$ cat src/rtl/core/ledtd_pkg.sv
`default_nettype none

package ledtd_pkg;

   localparam int unsigned BRIGHT_W  = 11;
   localparam int unsigned CHAN_W    = 8;
   localparam int unsigned PHASE_W   = 4;
   localparam int unsigned PATTERN_W = 12;

   localparam logic [BRIGHT_W-1:0] BRIGHT_MAX    = 11'd1530;
   localparam logic [BRIGHT_W-1:0] BRIGHT_MIN    = 11'd50;
   localparam logic [PHASE_W-1:0]  PHASE_LAST    = 4'd11;
   localparam logic [CHAN_W-1:0]   STATUS_FACTOR = 8'd8;
   localparam logic [CHAN_W-1:0]   FULL_FACTOR   = 8'd255;
   localparam logic [15:0]         ROUND_BIAS    = 16'd127;

   // brightness / 6 as (b * 683) >> 12, exact for b up to 1530
   localparam logic [9:0]          RECIP_6       = 10'd683;
   localparam int unsigned         RECIP_SHIFT   = 12;
   localparam logic [BRIGHT_W-1:0] PATTERN_COUNT = 11'd6;

   typedef struct packed {
      logic [CHAN_W-1:0] red_in;
      logic [CHAN_W-1:0] green_in;
      logic [CHAN_W-1:0] blue_in;
      logic              status_led;
      logic              frame_end;
   } req_type;

   typedef struct packed {
      logic [CHAN_W-1:0] red_out;
      logic [CHAN_W-1:0] green_out;
      logic [CHAN_W-1:0] blue_out;
      logic              frame_last;
   } rsp_type;

   // decoded brightness, shared by all lanes
   typedef struct packed {
      logic                 zero;
      logic [CHAN_W-1:0]    factor;
      logic [PATTERN_W-1:0] pattern;
   } scale_cfg_type;

   function automatic logic [PATTERN_W-1:0] pattern_of(input logic [2:0] idx);
      logic [PATTERN_W-1:0] pat;
      case (idx)
         3'd0:    pat = 12'h000;
         3'd1:    pat = 12'h820;
         3'd2:    pat = 12'h924;
         3'd3:    pat = 12'hAAA;
         3'd4:    pat = 12'hDB6;
         3'd5:    pat = 12'hFBE;
         default: pat = 12'h000;
      endcase
      return pat;
   endfunction

endpackage

`default_nettype wire

$ cat src/rtl/core/ledtd_csr.sv
`default_nettype none

module ledtd_csr
   import ledtd_pkg::*;
(
   input  wire logic                clock,
   input  wire logic                reset,
   input  wire logic                csr_valid,
   output      logic                csr_ready,
   input  wire logic [BRIGHT_W-1:0] csr_data,
   output      scale_cfg_type       cfg
);

   scale_cfg_type cfg_ff, cfg_in;

   logic [BRIGHT_W-1:0] bright;
   logic [20:0]         recip_prod;
   logic [CHAN_W-1:0]   quot;
   logic [BRIGHT_W-1:0] rem_full;

   assign csr_ready = 1'b1;

   always_comb begin
      // clamp into the usable range
      if (csr_data > BRIGHT_MAX) begin
         bright = BRIGHT_MAX;
      end else if (csr_data != '0 && csr_data < BRIGHT_MIN) begin
         bright = BRIGHT_MIN;
      end else begin
         bright = csr_data;
      end
      recip_prod = 21'(bright) * 21'(RECIP_6);
      quot       = recip_prod[RECIP_SHIFT +: CHAN_W];
      rem_full   = bright - (11'(quot) * PATTERN_COUNT);

      cfg_in = cfg_ff;
      if (csr_valid && csr_ready) begin
         if (bright == '0) begin
            cfg_in.zero    = 1'b1;
            cfg_in.factor  = STATUS_FACTOR;
            cfg_in.pattern = pattern_of(3'd0);
         end else begin
            cfg_in.zero    = 1'b0;
            cfg_in.factor  = quot;
            cfg_in.pattern = pattern_of(rem_full[2:0]);
         end
      end
   end

   always_ff @(posedge clock) begin
      if (reset) begin
         // decode of brightness 1530
         cfg_ff.zero    <= 1'b0;
         cfg_ff.factor  <= FULL_FACTOR;
         cfg_ff.pattern <= pattern_of(3'd0);
      end else begin
         cfg_ff <= cfg_in;
      end
   end

   assign cfg = cfg_ff;

   a_zero_decode: assert property (@(posedge clock) disable iff (reset)
      cfg_ff.zero |-> (cfg_ff.factor == STATUS_FACTOR && cfg_ff.pattern == '0))
      else $error("zero brightness decoded with wrong factor or pattern");

endmodule

`default_nettype wire

$ cat src/rtl/core/ledtd_lane.sv
`default_nettype none

module ledtd_lane
   import ledtd_pkg::*;
(
   input  wire logic [CHAN_W-1:0] chan,
   input  wire logic              status_led,
   input  wire logic              dbit,
   input  wire scale_cfg_type     cfg,
   output      logic [CHAN_W-1:0] chan_scaled
);

   logic [15:0]       prod;
   logic [15:0]       biased;
   logic [CHAN_W-1:0] rounded;
   logic              kill;

   always_comb begin
      prod    = 16'(chan) * 16'(cfg.factor);
      // max is 255*255+127, fits 16 bits
      biased  = prod + ROUND_BIAS;
      rounded = biased[15:8] + CHAN_W'(dbit);
      // zero brightness lights status leds only, otherwise black stays black
      kill    = cfg.zero ? !status_led : (chan == '0);
      chan_scaled = kill ? '0 : rounded;
   end

endmodule

`default_nettype wire

$ cat src/rtl/core/ledtd_outbuf.sv
`default_nettype none

module ledtd_outbuf
   import ledtd_pkg::*;
(
   input  wire logic    clock,
   input  wire logic    reset,
   input  wire logic    push,
   input  wire rsp_type push_data,
   output      logic    space,
   output      logic    rsp_valid,
   input  wire logic    rsp_ready,
   output      rsp_type rsp_data
);

   logic [1:0] count_ff, count_in;
   rsp_type    slot0_ff, slot0_in;
   rsp_type    slot1_ff, slot1_in;
   logic       pop;

   assign rsp_valid = (count_ff != 2'd0);
   assign rsp_data  = slot0_ff;
   assign space     = (count_ff != 2'd2);
   assign pop       = rsp_valid && rsp_ready;

   always_comb begin
      count_in = count_ff;
      slot0_in = slot0_ff;
      slot1_in = slot1_ff;
      case ({push, pop})
         2'b10: begin
            count_in = count_ff + 2'd1;
            if (count_ff == 2'd0) begin
               slot0_in = push_data;
            end else begin
               slot1_in = push_data;
            end
         end
         2'b01: begin
            count_in = count_ff - 2'd1;
            slot0_in = slot1_ff;
         end
         2'b11: begin
            if (count_ff == 2'd1) begin
               slot0_in = push_data;
            end else begin
               slot0_in = slot1_ff;
               slot1_in = push_data;
            end
         end
         default: begin
         end
      endcase
   end

   always_ff @(posedge clock) begin
      if (reset) begin
         count_ff <= 2'd0;
      end else begin
         count_ff <= count_in;
      end
      slot0_ff <= slot0_in;
      slot1_ff <= slot1_in;
   end

   a_count_range: assert property (@(posedge clock) disable iff (reset)
      count_ff != 2'd3)
      else $error("output buffer overfilled");

   a_no_push_full: assert property (@(posedge clock) disable iff (reset)
      (count_ff == 2'd2) |-> !push)
      else $error("transfer into a full output buffer");

endmodule

`default_nettype wire

$ cat src/rtl/core/led_brightness_temporal_dither.sv
// led brightness scaling with temporal dithering
//
// req channel: one led (red, green, blue, status flag, frame end) per transfer.
// rsp channel: one scaled led per transfer, in the same order, frame_last copies
//   frame_end.
// csr channel: writes the 11-bit brightness; csr_ready is always high and the
//   new value applies to every led transferred after the write edge.
// datapath: the three color lanes (one 8x8 multiply each) and the dither select
//   sit combinationally between the req port and a two-entry output buffer,
//   which registers the result at the req transfer.
// throughput: one led per cycle while the output buffer has space; the lanes are combinational.
// stall: while rsp_ready is low the buffer still takes leds into free entries; req_ready
//   falls only when both entries are full.
// reset: brightness 1530, dither phase 0, output buffer empty.
// dither phase counts 0..11 and steps after every led marked frame_end,
//   at every brightness including zero.

`default_nettype none

module led_brightness_temporal_dither
   import ledtd_pkg::*;
(
   input  wire logic                clock,
   input  wire logic                reset,
   input  wire logic                req_valid,
   output      logic                req_ready,
   input  wire req_type             req_data,
   output      logic                rsp_valid,
   input  wire logic                rsp_ready,
   output      rsp_type             rsp_data,
   input  wire logic                csr_valid,
   output      logic                csr_ready,
   input  wire logic [BRIGHT_W-1:0] csr_data
);

   scale_cfg_type      cfg;
   logic [PHASE_W-1:0] phase_ff, phase_in;
   logic               accept;
   logic               dbit;
   rsp_type            result;

   // decoded brightness: zero flag, factor and dither pattern
   ledtd_csr u_csr (
      .clock     (clock),
      .reset     (reset),
      .csr_valid (csr_valid),
      .csr_ready (csr_ready),
      .csr_data  (csr_data),
      .cfg       (cfg)
   );

   assign accept = req_valid && req_ready;

   // dither bit for this frame
   assign dbit = cfg.pattern[phase_ff];

   // one lane per color
   ledtd_lane u_lane_red (
      .chan        (req_data.red_in),
      .status_led  (req_data.status_led),
      .dbit        (dbit),
      .cfg         (cfg),
      .chan_scaled (result.red_out)
   );

   ledtd_lane u_lane_green (
      .chan        (req_data.green_in),
      .status_led  (req_data.status_led),
      .dbit        (dbit),
      .cfg         (cfg),
      .chan_scaled (result.green_out)
   );

   ledtd_lane u_lane_blue (
      .chan        (req_data.blue_in),
      .status_led  (req_data.status_led),
      .dbit        (dbit),
      .cfg         (cfg),
      .chan_scaled (result.blue_out)
   );

   assign result.frame_last = req_data.frame_end;

   // merge the lanes into the output buffer
   ledtd_outbuf u_outbuf (
      .clock     (clock),
      .reset     (reset),
      .push      (accept),
      .push_data (result),
      .space     (req_ready),
      .rsp_valid (rsp_valid),
      .rsp_ready (rsp_ready),
      .rsp_data  (rsp_data)
   );

   // frame phase, wraps after the twelfth frame
   always_comb begin
      phase_in = phase_ff;
      if (accept && req_data.frame_end) begin
         phase_in = (phase_ff == PHASE_LAST) ? '0 : phase_ff + 4'd1;
      end
   end

   always_ff @(posedge clock) begin
      if (reset) begin
         phase_ff <= '0;
      end else begin
         phase_ff <= phase_in;
      end
   end

   a_phase_range: assert property (@(posedge clock) disable iff (reset)
      phase_ff <= PHASE_LAST)
      else $error("dither phase out of range");

   a_phase_hold: assert property (@(posedge clock) disable iff (reset)
      !(accept && req_data.frame_end) |=> $stable(phase_ff))
      else $error("dither phase moved without a frame end");

   a_phase_wrap: assert property (@(posedge clock) disable iff (reset)
      (accept && req_data.frame_end && phase_ff == PHASE_LAST) |=> phase_ff == '0)
      else $error("dither phase did not wrap");

endmodule

`default_nettype wire

$ cat config.mk
export PLATFORM = sky130hd
export DESIGN_NAME = led_brightness_temporal_dither
export DESIGN_NICKNAME = d
export VERILOG_FILES = /design/src/rtl/core/ledtd_pkg.sv /design/src/rtl/core/ledtd_csr.sv /design/src/rtl/core/ledtd_lane.sv /design/src/rtl/core/ledtd_outbuf.sv /design/src/rtl/core/led_brightness_temporal_dither.sv
export SDC_FILE = /design/constraint.sdc
export NUM_CORES = 1
export LEC_CHECK = 0
export BUFFER_PORTS_ARGS = -buffer_cell sky130_fd_sc_hd__clkbuf_2
export CORE_UTILIZATION = 65
export CTS_CLUSTER_SIZE = 12
export DETAILED_ROUTE_END_ITERATION = 6
export PLACE_DENSITY = 0.84
export SLEW_MARGIN = 20
export SYNTH_ARGS = -nofsm -noshare
export SYNTH_HDL_FRONTEND = slang
export SYNTH_SLANG_ARGS = --single-unit
$ cat constraint.sdc
create_clock -name clock -period 19.1 [get_ports clock]
set_input_delay 2.865 -clock clock [delete_from_list [all_inputs] [get_ports clock]]
set_output_delay 2.865 -clock clock [all_outputs]
set_load 0.05 [all_outputs]
==> results of run 1 <==
per-layer routing:
metal  part of all wire, %  track usage, %  vias to the layer above
met5                     0               0                        -
met4                   2.5            10.4                        0
met3                   4.2            4.07                       42
met2                    53            55.0                      209
met1                    40            33.4                     4459
li1                      -               -                     4313
area by class of cell:
cell class	instances	area (um2)
Timing Repair Buffer	73	378
Inverter	213	800
Antenna cell	1	2.50
Multi-Input combinational cell	962	8880
Tap cell	225	282
Clock buffer	9	225
Clock inverter	6	111
Fill cell	1307	4890
Sequential cell	70	1900
synthesized netlist by cell type (3+ instances only):
cell       instances  area, um2
nand4_1            7       43.8
a41o_1             3       30.0
dfxtp_1           20        400
nand3b_1           9       67.6
o21ai_0           40        200
nand2b_1          10       62.6
o211ai_1           5       37.5
edfxtp_1          50       1500
ha_1             170       2130
nand3_1            9       45.0
mux2i_1            5       50.1
o21ai_1            3       15.0
clkbuf_1          47        176
o221ai_1           3       26.3
a2111oi_0          4       35.0
a211oi_1           4       30.0
nor2b_1            6       37.5
a31oi_1            4       25.0
nand2_1          198        743
a31o_2             3       26.3
nor3_1            11       55.1
fa_1             148       2960
a21o_1             6       45.0
a211o_1            5       43.8
a22o_1            15        131
a21oi_1           31        155
nor2_1            62        233
buf_1              4       15.0
nor4b_1            3       26.3
and3_1             6       37.5
xnor2_1           37        324
inv_1            213        800
and2_1            62        388
a41oi_1            3       26.3
o21a_1             8       60.1
or3_1              5       31.3
o22ai_1            5       31.3
a221oi_2           3       45.0
xor2_1            18        158
per-stage QoR:
| step | instance area [um2] | setup WS (ns) | hold slack, ns | std cells | utilization (%) |
|---|---|---|---|---|---|
| after global routing | 12600 | 9.40 | 0.506 | 1559 | 72.0 |
| after floorplan | 11800 | 9.97 | 0.422 | 1299 | - |
| after detailed placement | 12200 | 9.42 | 0.475 | 1543 | 70.1 |
| after global placement | 12200 | 9.57 | 0.455 | 1543 | 70.1 |
| final | 12600 | 9.75 | 0.485 | 1559 | 72.0 |
| after CTS | 12600 | 9.75 | 0.485 | 1558 | 72.0 |
cell families (layout without fill, tap and decap cells):
logic type | count (synthesis) | count (layout) | share of synthesized area (%)
AND/OR/NAND/NOR | 408 | 408 | 16.5
adder cells (fa/ha/maj) | 320 | 320 | 43.3
AO/OA/AOI/OAI | 168 | 168 | 10.1
buffers and inverters | 267 | 301 | 8.58
multiplexers | 7 | 7 | 0.616
flip-flops | 70 | 70 | 16.1
XOR/XNOR | 58 | 58 | 4.65
other | 1 | 2 | 0.0318
worst max-delay path: cells and delay by family:
| kind | cells | cell delay [ns] |
|---|---|---|
| xor gates and xnor gates | 4 | 0.77 |
| buffers and inverters | 5 | 0.33 |
| and+or+nand+nor | 5 | 1.48 |
| AOI/OAI and AO/OA | 3 | 1.18 |
| adders and majority gates | 7 | 2.95 |
final timing paths:
| path | from | end | slack, ns |
|---|---|---|---|
| worst max-delay path | csr_data[2] | u_csr.cfg[9] | 9.75 |
| worst min-delay path | u_csr.cfg[8] | u_csr.cfg[8] | 0.48 |
| worst max register to register | u_csr.cfg[12] | u_outbuf.rsp_data[21] | 12.37 |
| worst min register to register | u_csr.cfg[8] | u_csr.cfg[8] | 0.48 |
state kept, by name, indices dropped and copies added (netlist names):
name	count
u_outbuf.rsp_data	25
u_outbuf.count_ff	2
u_outbuf.slot1_ff	25
phase_ff	4
u_csr.cfg	14
==> summary.md, run 1 <==
| Metric | Value |
|---|---|
| Most frequent cells in the layout | 213 x inv_1, 198 x nand2_1, 170 x ha_1 |
| Gp weighted congestion | 0.884 |
| CTS clk-pin slew, worst paths | 0.06 ns |
| Number of cells on the worst hold path | 2 |
| YS warnings | 0 |
| Syn nets | 1659 |
| Status | finished clean |
| Pre-antenna DRT Iters | 5 |
| Core area | between 0.015 and 0.02 mm2 |
| Commonest non-fill, non-tap cell in the layout | inv_1 |
| Top FF cell, synth | edfxtp_1 |
| Pin count of the biggest net entering global routing | 26 |
| Setup Skew | 0.00910 ns |
| Max_slew headroom | 32.1% |
| Hold WC Path Type | reg -> reg |
| Gr usage total | 29.2% |
| Synthesized flop and latch total | 70 |
| Grt total ovfl | 0 |
| HPWL after DPL | roughly 20000 um |
| Initial drt markers | 544 |
| RSZ-0062 raised after global routing | no |
| Sequence of cells on the critical path | clkbuf_2, or3_4, or4_4, a22oi_1, or2b_1, ha_1, inv_1, fa_1, inv_1, fa_1, inv_1, fa_1, fa_1, inv_1, ha_1, nor4b_1, a2111oi_0, nand3_4, ha_1, xnor2_1, xnor2_2, xnor2_4, xor2_1, a32o_2 |
| Max Fclk | 107 MHz |
| Critical path class | in -> reg |
| Slew Limit Fails | 0 |
| Post-route ant nets | 0 |
| Fin. Hold Viols | 0 |
| Period utilization | 49.0% |
| Clk Latency, worst-skew pair | 0.34 ns |
| TritonCTS clock tree | done |
| Finish-stage setup viols | 0 |
| Max_cap viols | 0 |
| Std-Cell Rows | 48 |
| Root Driver | clkbuf_16 |
| Post-route setup TNS | 0 ns |
| Worst Path Required | 19.33 ns |
| Final WL | 25000 um |
| Final net count | ~1700 |
| CTS hold repair buffers | 0 |
| Post-CTS sizing | 0 |
| Post-synth EDFFs | 50 |
| Layout cells sized above 1 | about 8.6% |
| Worst Reg2Reg Path Length in Cells | 19 |
| Post-Syn Instances | 1299 |
| Worst path max stage delay | 0.67 ns |
| Share of synthesized registers carrying an async set or reset | 0% |
| CTS Buffer Depth | 2 |
| Number of buffers created by CTS | 9 |
| Routed vias | 9023 |
| CTS HTree Levels | 3 |
| Worst-Margin Slew | 1.02 ns |
| Via density | 5.79 |
| Wire per inst | ~16 um |
| Initial Util | 67.5% |
| Min cycle time layout | 9.35 ns |
| First-pass GRT wire length | 43000 um |
| Post-CTS Setup Inserts | 0 |
| Synthesized area per cell | ~9.1 um2 |
| CP max FO | 7 |
| Die Wd | roughly 140 um |
| Clock Sinks | 70 |
| Number of I/O port buffers | 68 |
| DRC | 0 |
| Critical Path End Type | flip-flop |
| Seq/Total Area, Yosys | 16.1% |
| Vias in the first global route | 9514 |
| Die H | around 140 um |
| Top Ports | 70 |
| Post-Synthesis Cell Area | 0.0118 mm2 |
| Unique masters post-synth | 78 |
| Slowest stage cell on the critical path | a2111oi_0 |
| Initial antenna violation count | 1 |
| Worst setup SP type | input pin |
| Crit path arrival time | ~9.6 ns |
| Layout area overhead | 6.74% |
| DIE AREA | between 0.015 and 0.02 mm2 |
Power of run 1 is left out: the tool's default activity adds up to more than one toggle a clock period on the data nets, which glitch-free logic cannot reach.
==> run 2: changes to the inputs <==
CORE_UTILIZATION = 64   (was 65)
PLACE_DENSITY = 0.83   (was 0.84)
clock period = 9.35 ns   (was 19.1 ns; I/O delays follow)
==> summary.md, run 2 (synthesized netlist as in run 1, its figures left out) <==
| Metric | Value |
|---|---|
| Status | finished clean |
| HPWL after DPL | 19900 um |
| Most Crowded Layer GR | met2 |
| Pin count of the biggest net entering global routing | 26 |
| TritonCTS clock tree | done |
| Worst setup SP type | input pin |
| Clock Sinks | 70 |
| Grt total ovfl | 0 |
| Gr usage total | between 20% and 30% |
| Max Fclk | 129 MHz |
| Initial drt markers | 471 |
| Fin. Hold Viols | 0 |
| Top Ports | 70 |
| Pre-antenna DRT Iters | 5 |
| Post-CTS sizing | 0 |
| CTS Buffer Depth | 2 |
| CTS clk-pin slew, worst paths | 0.06 ns |
| Gp weighted congestion | 0.909 |
| CP endpoint | u_csr.cfg[9] |
| Core area | 0.0180 mm2 |
| Initial antenna violation count | 0 |
| Most frequent cells in the layout | 213 x inv_1, 198 x nand2_1, 170 x ha_1 |
| Clk Latency, worst-skew pair | 0.34 ns |
| RSZ-0062 raised after global routing | no |
| Post-route setup TNS | 0 ns |
| Wire per inst | 15.7 um |
| Critical Path End Type | flip-flop |
| Setup Skew | 0.00757 ns |
| Reg2Reg Setup Slack | 2.62 ns |
| R2r startpoint | u_csr.cfg[14] |
| First-pass GRT wire length | 42100 um |
| Root Driver | clkbuf_16 |
| Commonest non-fill, non-tap cell in the layout | inv_1 |
| CTS hold repair buffers | 0 |
| Worst Reg2Reg Path Length in Cells | 21 |
| Met2 Use GR | ~52% |
| Number of I/O port buffers | 68 |
| Number of buffers created by CTS | 9 |
| Number of antenna repair diodes | 0 |
| R2R Path End | u_outbuf.rsp_data[5] |
| Layout cells sized above 1 | between 8 and 9% |
| DRC | 0 |
| Slew Limit Fails | 0 |
| Critical path class | in -> reg |
| CP max FO | 7 |
| Max_slew headroom | 32.1% |
| Met3 Use GR | 2.98% |
| Crit path arrival time | 8.00 ns |
| Critical path launch point | csr_data[2] |
| Vias in the first global route | 9314 |
| Hold WC Path Type | reg -> reg |
| Die H | between 100 and 150 um |
| Min cycle time layout | 7.76 ns |
| Setup ws final | 1.59 ns |
| Worst Path Required | 9.58 ns |
| CTS HTree Levels | 3 |
| Period utilization | 83.0% |
| Final WL | 24500 um |
| Via density | 5.75 |
| Post-route ant nets | 0 |
| Met1 Use GR | between 30% and 40% |
| Routed vias | 8973 |
| Initial Util | between 60% and 70% |
| Layout area overhead | 6.32% |
| Pre-CTS setup slack | 1.24 ns |
| Final net count | 1686 |
| DIE AREA | 0.0190 mm2 |
| Max_cap viols | 0 |
| Post-CTS Setup Inserts | 0 |
| Die Wd | 138 um |
| Std-Cell Rows | 49 |
| Worst-Margin Slew | about 1.0 ns |
| Finish-stage setup viols | 0 |
-- run 2: changes by cell type in the layout (fill, tap and decap cells not counted) --
cell | before | now
buf_4 | 5 | 2
bufinv_16 | 3 | 1
clkinv_2 | 1 | 2
clkinv_4 | 1 | 2
diode_2 | 1 | 0
inv_6 | 0 | 1
o21ai_2 | 1 | 0
o21ai_4 | 0 | 1
-- run 2: stage by stage --
stage	cells	cell area, um2	util [%]	hold slack, ns
finish	1560	12500	69.5	0.478
global route	1560	12500	69.5	0.503
CTS	1560	12500	69.5	0.479
detailed placement	1544	12200	67.8	0.461
global placement	1544	12200	67.8	0.456
floorplan	1299	11800	-	0.422
-- run 2: worst min-delay path by stage --
stage / slack (ns) / startpoint / to / cells after the start
3_3_place_gp: 0.46 / u_csr.cfg[5] / u_csr.cfg[5] / 2
3_5_place_dp: 0.46 / u_csr.cfg[9] / u_csr.cfg[9] / 1
4_1_cts: 0.48 / u_csr.cfg[9] / u_csr.cfg[9] / 1
5_1_grt: 0.50 / u_csr.cfg[9] / u_csr.cfg[9] / 1
2_1_floorplan: 0.42 / u_csr.cfg[8] / u_csr.cfg[8] / 2
6_report: 0.48 / u_csr.cfg[9] / u_csr.cfg[9] / 1
-- run 2: per-layer routing --
metal  wire length, um  up-vias
li1                  -     4299
met1             10100     4409
met5                 0        -
met3               940       53
met4               732        0
met2             12700      212
-- run 2: critical path: stages --
cell	delay, ns
clkbuf_2	0.10
or3_4	0.39
or4_4	0.46
a22oi_1	0.25
or2b_1	0.33
ha_1	0.34
inv_1	0.09
fa_1	0.51
inv_1	0.05
fa_1	0.50
inv_1	0.05
fa_1	0.48
fa_1	0.51
inv_1	0.04
ha_1	0.30
nor4b_1	0.06
a2111oi_0	0.66
nand3_4	0.23
ha_1	0.25
xnor2_1	0.24
xnor2_2	0.15
xnor2_4	0.18
xor2_1	0.15
a32o_2	0.26
-- run 2: layout make-up --
cell class / count / area (um2)
clock buffer: 9 / 225
sequential: 70 / 1900
fill: 1384 / 5490
multi-input combinational: 962 / 8890
tap: 229 / 287
timing repair buffer: 70 / 355
inverter: 213 / 800
clock inverter: 7 / 73.8
Power of run 2 is left out for the same reason.
